File: src/rtl/cfpp_pkg.sv
package cfpp_pkg;

   localparam int LENGTH_WIDTH_DEFAULT = 32;
   localparam int CHAR_WIDTH           = 8;
   localparam int POSITION_WIDTH       = 32;
   localparam int STATUS_WIDTH         = 2;

   localparam logic [CHAR_WIDTH-1:0] CHAR_NUL  = 8'h00;
   localparam logic [CHAR_WIDTH-1:0] CHAR_ZERO = 8'h30;
   localparam logic [CHAR_WIDTH-1:0] CHAR_NINE = 8'h39;
   localparam logic [CHAR_WIDTH-1:0] CHAR_M    = 8'h4D;
   localparam logic [CHAR_WIDTH-1:0] CHAR_EQ   = 8'h3D;
   localparam logic [CHAR_WIDTH-1:0] CHAR_X    = 8'h58;
   localparam logic [CHAR_WIDTH-1:0] CHAR_S    = 8'h53;
   localparam logic [CHAR_WIDTH-1:0] CHAR_H    = 8'h48;
   localparam logic [CHAR_WIDTH-1:0] CHAR_D    = 8'h44;
   localparam logic [CHAR_WIDTH-1:0] CHAR_N    = 8'h4E;
   localparam logic [CHAR_WIDTH-1:0] CHAR_I    = 8'h49;

   localparam logic [STATUS_WIDTH-1:0] STATUS_OK       = 2'd0;
   localparam logic [STATUS_WIDTH-1:0] STATUS_BAD_OP   = 2'd1;
   localparam logic [STATUS_WIDTH-1:0] STATUS_NEGATIVE = 2'd2;

   typedef struct packed {
      logic [CHAR_WIDTH-1:0]     cigar_char;
      logic [POSITION_WIDTH-1:0] align_position;
      logic                      reverse_strand;
   } req_type;

   typedef struct packed {
      logic [POSITION_WIDTH-1:0] five_prime_position;
      logic [STATUS_WIDTH-1:0]   status;
   } rsp_type;

endpackage

File: src/rtl/cigar_five_prime_position_top.sv
// Streams the CIGAR string of one alignment, one character per beat, and on the NUL
// terminator returns one beat with the unclipped 5' reference position and a status
// (ok, bad operation or trailing digits, negative position). A beat is taken every cycle:
// each character passes an input register and the accumulate logic, and a
// terminator's result is computed from the input register into an output register. The input
// side stalls only while a result waits in the output register and the next terminator is
// already held behind it. Operation lengths wrap at LENGTH_WIDTH bits; span and clip sums
// wrap at 32 bits.
module cigar_five_prime_position_top #(
   parameter int LENGTH_WIDTH = cfpp_pkg::LENGTH_WIDTH_DEFAULT
) (
   input  logic              clock,
   input  logic              reset,
   input  logic              req_valid,
   output logic              req_ready,
   input  cfpp_pkg::req_type req,
   output logic              rsp_valid,
   input  logic              rsp_ready,
   output cfpp_pkg::rsp_type rsp
);

   localparam int PW = cfpp_pkg::POSITION_WIDTH;

   logic              s1_valid_ff, s1_valid_in;
   cfpp_pkg::req_type s1_data_ff;
   logic              rsp_valid_ff, rsp_valid_in;
   cfpp_pkg::rsp_type rsp_data_ff, rsp_data_in;

   logic [LENGTH_WIDTH-1:0] length_accum_ff, length_accum_in;
   logic                    digits_pending_ff, digits_pending_in;
   logic [PW-1:0]           reference_span_ff, reference_span_in;
   logic [PW-1:0]           start_clip_ff, start_clip_in;
   logic [PW-1:0]           end_clip_ff, end_clip_in;
   logic                    match_seen_ff, match_seen_in;
   logic                    bad_op_seen_ff, bad_op_seen_in;

   logic [cfpp_pkg::CHAR_WIDTH-1:0] ch;
   logic                            is_term;
   logic                            out_free;
   logic                            s1_adv;
   logic                            rsp_load;
   logic [PW-1:0]                   op_len;
   logic [cfpp_pkg::CHAR_WIDTH-1:0] digit;
   logic [PW+1:0]                   rev_sum;

   assign ch       = s1_data_ff.cigar_char;
   assign is_term  = (ch == cfpp_pkg::CHAR_NUL);
   assign out_free = !rsp_valid_ff || rsp_ready;
   assign s1_adv   = s1_valid_ff && (!is_term || out_free);
   assign rsp_load = s1_adv && is_term;
   assign req_ready = !s1_valid_ff || s1_adv;

   assign s1_valid_in  = (req_valid && req_ready) ? 1'b1 : (s1_adv ? 1'b0 : s1_valid_ff);
   assign rsp_valid_in = rsp_load ? 1'b1 : (rsp_ready ? 1'b0 : rsp_valid_ff);

   assign op_len  = PW'(length_accum_ff);
   assign digit   = ch - cfpp_pkg::CHAR_ZERO;
   assign rev_sum = {2'b00, s1_data_ff.align_position} + {2'b00, reference_span_ff}
                  + {2'b00, end_clip_ff};

   always_comb begin
      rsp_data_in.five_prime_position = '0;
      rsp_data_in.status              = cfpp_pkg::STATUS_OK;
      if (bad_op_seen_ff || digits_pending_ff) begin
         rsp_data_in.status = cfpp_pkg::STATUS_BAD_OP;
      end else if (!s1_data_ff.reverse_strand) begin
         if (s1_data_ff.align_position < start_clip_ff) begin
            rsp_data_in.status = cfpp_pkg::STATUS_NEGATIVE;
         end else begin
            rsp_data_in.five_prime_position = s1_data_ff.align_position - start_clip_ff;
         end
      end else begin
         if (rev_sum == '0) begin
            rsp_data_in.status = cfpp_pkg::STATUS_NEGATIVE;
         end else begin
            rsp_data_in.five_prime_position = PW'(rev_sum - (PW+2)'(1));
         end
      end
   end

   always_comb begin
      length_accum_in   = length_accum_ff;
      digits_pending_in = digits_pending_ff;
      reference_span_in = reference_span_ff;
      start_clip_in     = start_clip_ff;
      end_clip_in       = end_clip_ff;
      match_seen_in     = match_seen_ff;
      bad_op_seen_in    = bad_op_seen_ff;
      if (s1_adv) begin
         if (is_term) begin
            length_accum_in   = '0;
            digits_pending_in = 1'b0;
            reference_span_in = '0;
            start_clip_in     = '0;
            end_clip_in       = '0;
            match_seen_in     = 1'b0;
            bad_op_seen_in    = 1'b0;
         end else if (!bad_op_seen_ff) begin
            if (ch >= cfpp_pkg::CHAR_ZERO && ch <= cfpp_pkg::CHAR_NINE) begin
               length_accum_in   = (length_accum_ff << 3) + (length_accum_ff << 1)
                                 + LENGTH_WIDTH'(digit);
               digits_pending_in = 1'b1;
            end else begin
               case (ch) inside
                  cfpp_pkg::CHAR_M, cfpp_pkg::CHAR_EQ, cfpp_pkg::CHAR_X: begin
                     reference_span_in = reference_span_ff + op_len;
                     match_seen_in     = 1'b1;
                  end
                  cfpp_pkg::CHAR_S, cfpp_pkg::CHAR_H: begin
                     if (match_seen_ff) begin
                        end_clip_in = end_clip_ff + op_len;
                     end else begin
                        start_clip_in = start_clip_ff + op_len;
                     end
                  end
                  cfpp_pkg::CHAR_D, cfpp_pkg::CHAR_N: begin
                     reference_span_in = reference_span_ff + op_len;
                  end
                  cfpp_pkg::CHAR_I: begin
                  end
                  default: begin
                     bad_op_seen_in = 1'b1;
                  end
               endcase
               length_accum_in   = '0;
               digits_pending_in = 1'b0;
            end
         end
      end
   end

   always_ff @(posedge clock) begin
      if (reset) begin
         s1_valid_ff       <= 1'b0;
         rsp_valid_ff      <= 1'b0;
         length_accum_ff   <= '0;
         digits_pending_ff <= 1'b0;
         reference_span_ff <= '0;
         start_clip_ff     <= '0;
         end_clip_ff       <= '0;
         match_seen_ff     <= 1'b0;
         bad_op_seen_ff    <= 1'b0;
      end else begin
         s1_valid_ff       <= s1_valid_in;
         rsp_valid_ff      <= rsp_valid_in;
         length_accum_ff   <= length_accum_in;
         digits_pending_ff <= digits_pending_in;
         reference_span_ff <= reference_span_in;
         start_clip_ff     <= start_clip_in;
         end_clip_ff       <= end_clip_in;
         match_seen_ff     <= match_seen_in;
         bad_op_seen_ff    <= bad_op_seen_in;
      end
   end

   always_ff @(posedge clock) begin
      if (req_valid && req_ready) begin
         s1_data_ff <= req;
      end
      if (rsp_load) begin
         rsp_data_ff <= rsp_data_in;
      end
   end

   assign rsp_valid = rsp_valid_ff;
   assign rsp       = rsp_data_ff;

endmodule

File: config.mk
export PLATFORM = sky130hd
export DESIGN_NAME = cigar_five_prime_position_top
export DESIGN_NICKNAME = d
export VERILOG_FILES = /design/src/rtl/cfpp_pkg.sv /design/src/rtl/cigar_five_prime_position_top.sv
export SDC_FILE = /design/constraint.sdc
export NUM_CORES = 1
export LEC_CHECK = 0
export ABC_AREA = 1
export BUFFER_PORTS_ARGS = -buffer_cell sky130_fd_sc_hd__buf_2
export CAP_MARGIN = 0
export CORE_ASPECT_RATIO = 0.7
export CORE_MARGIN = 2
export CORE_UTILIZATION = 30
export CTS_CLUSTER_DIAMETER = 150
export DETAILED_ROUTE_END_ITERATION = 8
export GPL_ROUTABILITY_DRIVEN = 0
export HOLD_SLACK_MARGIN = 0.05
export PLACE_DENSITY = 0.45
export SETUP_SLACK_MARGIN = 0.1
export SLEW_MARGIN = 20
export SYNTH_ARGS = -nofsm -noshare
export SYNTH_HDL_FRONTEND = slang
export SYNTH_SLANG_ARGS = --single-unit
export TNS_END_PERCENT = 30
File: constraint.sdc
create_clock -name clock -period 10.9 [get_ports clock]
set_clock_uncertainty 0.05 [all_clocks]
set_input_delay 2.18 -clock clock [delete_from_list [all_inputs] [get_ports clock]]
set_output_delay 2.18 -clock clock [all_outputs]
set_load 0.03 [all_outputs]
# After elaboration in Yosys (flattened, before gate mapping)
# Cells that the tools add are included.
# totals
register_bits	208
input_bits	45
output_inout_bits	36
elab_cells	111
# classes
add_sub_neg	10
magnitude_cmp	3
eq_ne	13
mux	44
reduce_logical	27
# op_table
op	n
32-bit 2-to-1 mux	23
32-bit adder	4
8-bit by 7-bit equality test with 1-bit output (second input constant)	7
33-bit by 32-bit adder with 34-bit output	1
34-bit logical NOT	1
34-bit 2-to-1 mux	1
32-bit by 32-bit adder with 33-bit output	1
32-bit by 8-bit adder with 32-bit output	1
32-bit less-than comparator	1
32-bit by 1-bit subtractor with 32-bit output (second input constant)	1
32-bit subtractor	1
1-bit 2-to-1 mux	18
6-bit AND reduction	2
2-bit nonzero test	5
8-bit by 6-bit equality test with 1-bit output (second input constant)	1
8-bit by 6-bit greater-or-equal comparator with 1-bit output (second input constant)	1
8-bit by 6-bit <= comparator with 1-bit output (second input constant)	1
8-bit logical NOT	1
8-bit by 6-bit subtractor with 8-bit output (second input constant)	1
5-bit AND reduction	1
1-bit logical AND	4
1-bit logical OR	4
2-bit 2-to-1 mux	2
2-bit by 1-bit != test with 1-bit output (second input constant)	2
8 further kinds	12

# Logic depth before layout (Yosys ltp)
# depth
ltp_word	8
ltp_mapped	22
ltp_nobuf	22

# Worst setup path before layout
# OpenSTA, ideal clock, no wires.
# synth_path
path_type	input port to output port
from	input rsp_ready
to	output req_ready
t_arrival_ns	2.581
t_required_ns	8.670
slack_ns	6.089
path_stages	2
n_path_buf	0
cell_sequence	inv_1 > nand4_1
# synth_between
elab_chain_cells	4
# synth_rtl
element	line_no	source
start, declared	cigar_five_prime_position_top.sv:18	input logic rsp_ready,
1-bit logical OR	cigar_five_prime_position_top.sv:48	assign out_free = !rsp_valid_ff || rsp_ready;
1-bit logical OR	cigar_five_prime_position_top.sv:49	assign s1_adv = s1_valid_ff && (!is_term || out_free);
1-bit logical AND	cigar_five_prime_position_top.sv:49	
1-bit logical OR	cigar_five_prime_position_top.sv:51	assign req_ready = !s1_valid_ff || s1_adv;
end, declared	cigar_five_prime_position_top.sv:15	output logic req_ready,
# Every way passes these cells.

# Worst setup path in the final report
# Same ends and word-level chain as after synthesis.

==> results.yml <==
run_status:
  status: "finished, final reports clean"
floorplanning:
  initial_utilization_pct: 30.3
  fp.dieW_um: 317
  core-area_um2: 68000
  fp-row-count: 80
  die_area_um2: 70700
  top_level_ports: 81
  die_y_um: 223
cts:
  clk_pin_slew_ns: 0.06
  worstSkewPairLatency_ns: 0.58
  numCtsBuffers: 26
  cts_sinks: 208
  cts_resized: 0
  htreeDepth: 1
  cts_setup_buffers: 0
  cts_tree: "yes"
  holdBufCountCts: 0
  cts-root-buf: "clkbuf_16"
  clockBufferDepth: 3
global_routing:
  grt-ovfl-total: 0
  grtUsageTotal_pct: 21.1
  grt_start_max_net_pins: 82
  antenna_found_initial: 0
  grt_pass1_wl_um: 115000
  grt_pass1_vias: 19200
layout:
  nets: 3461
  area_delta_synth_final_pct: 11.0
  num_antenna_cells: 0
  layout.cells.non_filler: 4080
  drive_gt1_share_pct: 6.70
  fillers: 7417
  postLayoutCoreUtil_pct: 33.6
  fin_area_um2: 22800
yosys:
  syn_area_um2: 20600
  synth_flop_cell: "dfxtp_1"
  synth.distinct_cells: 55
  synth-edff-count: 75
  synth_compound_area_share_pct: 17.3
  syn_inst: 3088
  synthMuxAreaShare_pct: 0
  avgSynthCellArea_um2: 6.66
  yosysTopAreaCell: "nand2_1"
  synth_top_area_share_pct: 16.0
  synth-simple-area-share_pct: 30.1
  synth.ff_latch_count: 208
  seq_area_frac_synth_pct: 23.9
  synth-xor-area-share_pct: 3.36
  synth_common_cells: "nand2_1, inv_1, a21oi_1, nor2_1, ha_1"
  syn-num-nets: 3391
  synth_top_family_by_area: "simple AND/OR/NAND/NOR gates"
  async_flop_share_pct: 0
  synthMostInstantiatedCell: "nand2_1"
  synthTopCellsByArea: "nand2_1, ha_1, dfxtp_1"
  ys.warnings.count: 0
  synthAdderAreaFrac_pct: 17.3
setup_path:
  path_max_fanout: 3
  arrival_ns: 2.70
  worstSetupPathType: "input pin to output pin"
  startpoint_type: "input pin"
  worstPathRequired_ns: 8.67
  cp-end-kind: "output pin"
route:
  wl_per_cell_um: 18.3
  ant_nets: 0
  via_count: 20900
  drt-initial-drc-count: 2126
  firstDrtPassIters: 5
  wl_um: 74800
  drc: 0
  routed_via_density: 5.12
placement:
  placed_cells: 4032
  io_buffers: 80
  hpwlAfterDp_um: 62600
  postPlaceCellArea_um2: 21900
power:
  leakage_nw: 10.8
  p_per_area_nw_per_um2: 90.6
  max-vdd-ir-drop_uv: 100
  total_power_mw: 2.07
timing:
  period_share_pct: 45.2
  tightestPinTransition_ns: 0.965
  min_period_ns: 4.93
  setup-tns-final_ns: 0
  rsz0062_at_grt: "false"
  slew_headroom_pct: 35.6
  slew_violations: 0
  max_freq_ghz: 0.203
  setup_viol: 0
  hold_viol: 0
run:
  max_cap_violations: 0
worst_hold_path:
  hold_class: "register to register"
-- layout make-up --
type	count	area (um2)	area share (%)
Clock buffer	31	711	3.11
Clock inverter	17	193	0.844
Inverter	380	1430	6.25
Multi-Input combinational cell	2452	14000	61.2
Sequential cell	208	4910	21.5
Tap cell	902	1130	4.94
Timing Repair Buffer	90	478	2.09
-- metrics by stage --
step	hold WS, ns	worst slack, ns
2_1_floorplan	0.388	6.09
3_3_place_gp	0.396	5.98
3_5_place_dp	0.412	5.96
4_1_cts	0.421	5.96
5_1_grt	0.450	5.93
6_report	0.420	5.97
-- cell families after synthesis --
| group | count (synthesis) |
|---|---|
| adders and majority gates | 258 |
| and+or+nand+nor | 1473 |
| buffers and inverters | 428 |
| DFF | 208 |
| AOI/OAI and AO/OA | 642 |
| xor gates and xnor gates | 79 |
-- report_power, final --
| group | internal, mW | total [mW] | switching, mW |
|---|---|---|---|
| clock network | 0.558 | 0.936 | 0.378 |
| logic | 0.0926 | 0.293 | 0.200 |
| registers | 0.823 | 0.840 | 0.0171 |
| total | 1.47 | 2.07 | 0.595 |
-- layout by cell type, fill, tap and decap left out, types with 5 or more instances in the layout --
cell,n
o21ai_1,25
inv_1,372
clkbuf_16,27
fa_1,43
nor3_1,30
a21o_1,19
nand2_1,875
nor2_2,10
ha_1,215
inv_2,7
clkinv_2,6
a31oi_1,10
a21boi_1,9
a21oi_1,372
a21boi_0,15
nand3_1,176
xnor2_1,27
buf_4,11
o21bai_1,8
nor2_1,261
nand3b_1,8
nor4_1,7
nand4_1,37
or2_2,42
nand2_2,5
o221ai_1,6
edfxtp_1,75
o21a_1,19
o211ai_1,5
a22oi_1,9
xor2_1,52
buf_2,79
a221oi_1,5
o21ai_0,121
dfxtp_1,133
-- routing by layer --
metal	vias to the layer above	global-route usage, %	part of all wire, %	wire [um]
met5	-	0	0	0
met4	0	2.68	1.3	950
met3	52	6.69	11	7950
met2	732	28.0	36	27300
met1	9667	33.2	52	38600
li1	10400	-	-	-
-- path summary, 6_finish.rpt --
kind / slack, ns / from / depth (start not counted) / end
setup / recovery: 5.97 / rsp_ready / 4 / req_ready
hold reg to reg: 0.42 / match_seen_ff / 2 / match_seen_ff
hold / removal: 0.42 / match_seen_ff / 2 / match_seen_ff
setup reg to reg: 6.26 / s1_data_ff[2] / 21 / rsp[30]
-- sequential cells by signal, summed over array words and instances, names as in the netlist --
name               cells
rsp_valid              1
length_accum_ff       32
reference_span_ff     32
digits_pending_ff      1
s1_valid_ff            1
bad_op_seen_ff         1
end_clip_ff           32
start_clip_ff         32
match_seen_ff          1
s1_data_ff            33
ch                     8
rsp                   34
-- critical path, cell delays in order --
cell and delay (ns):
buf_2 0.10, inv_1 0.06, nand4_1 0.14, buf_2 0.22
No activity file was read; power rests on OpenSTA's default activity.
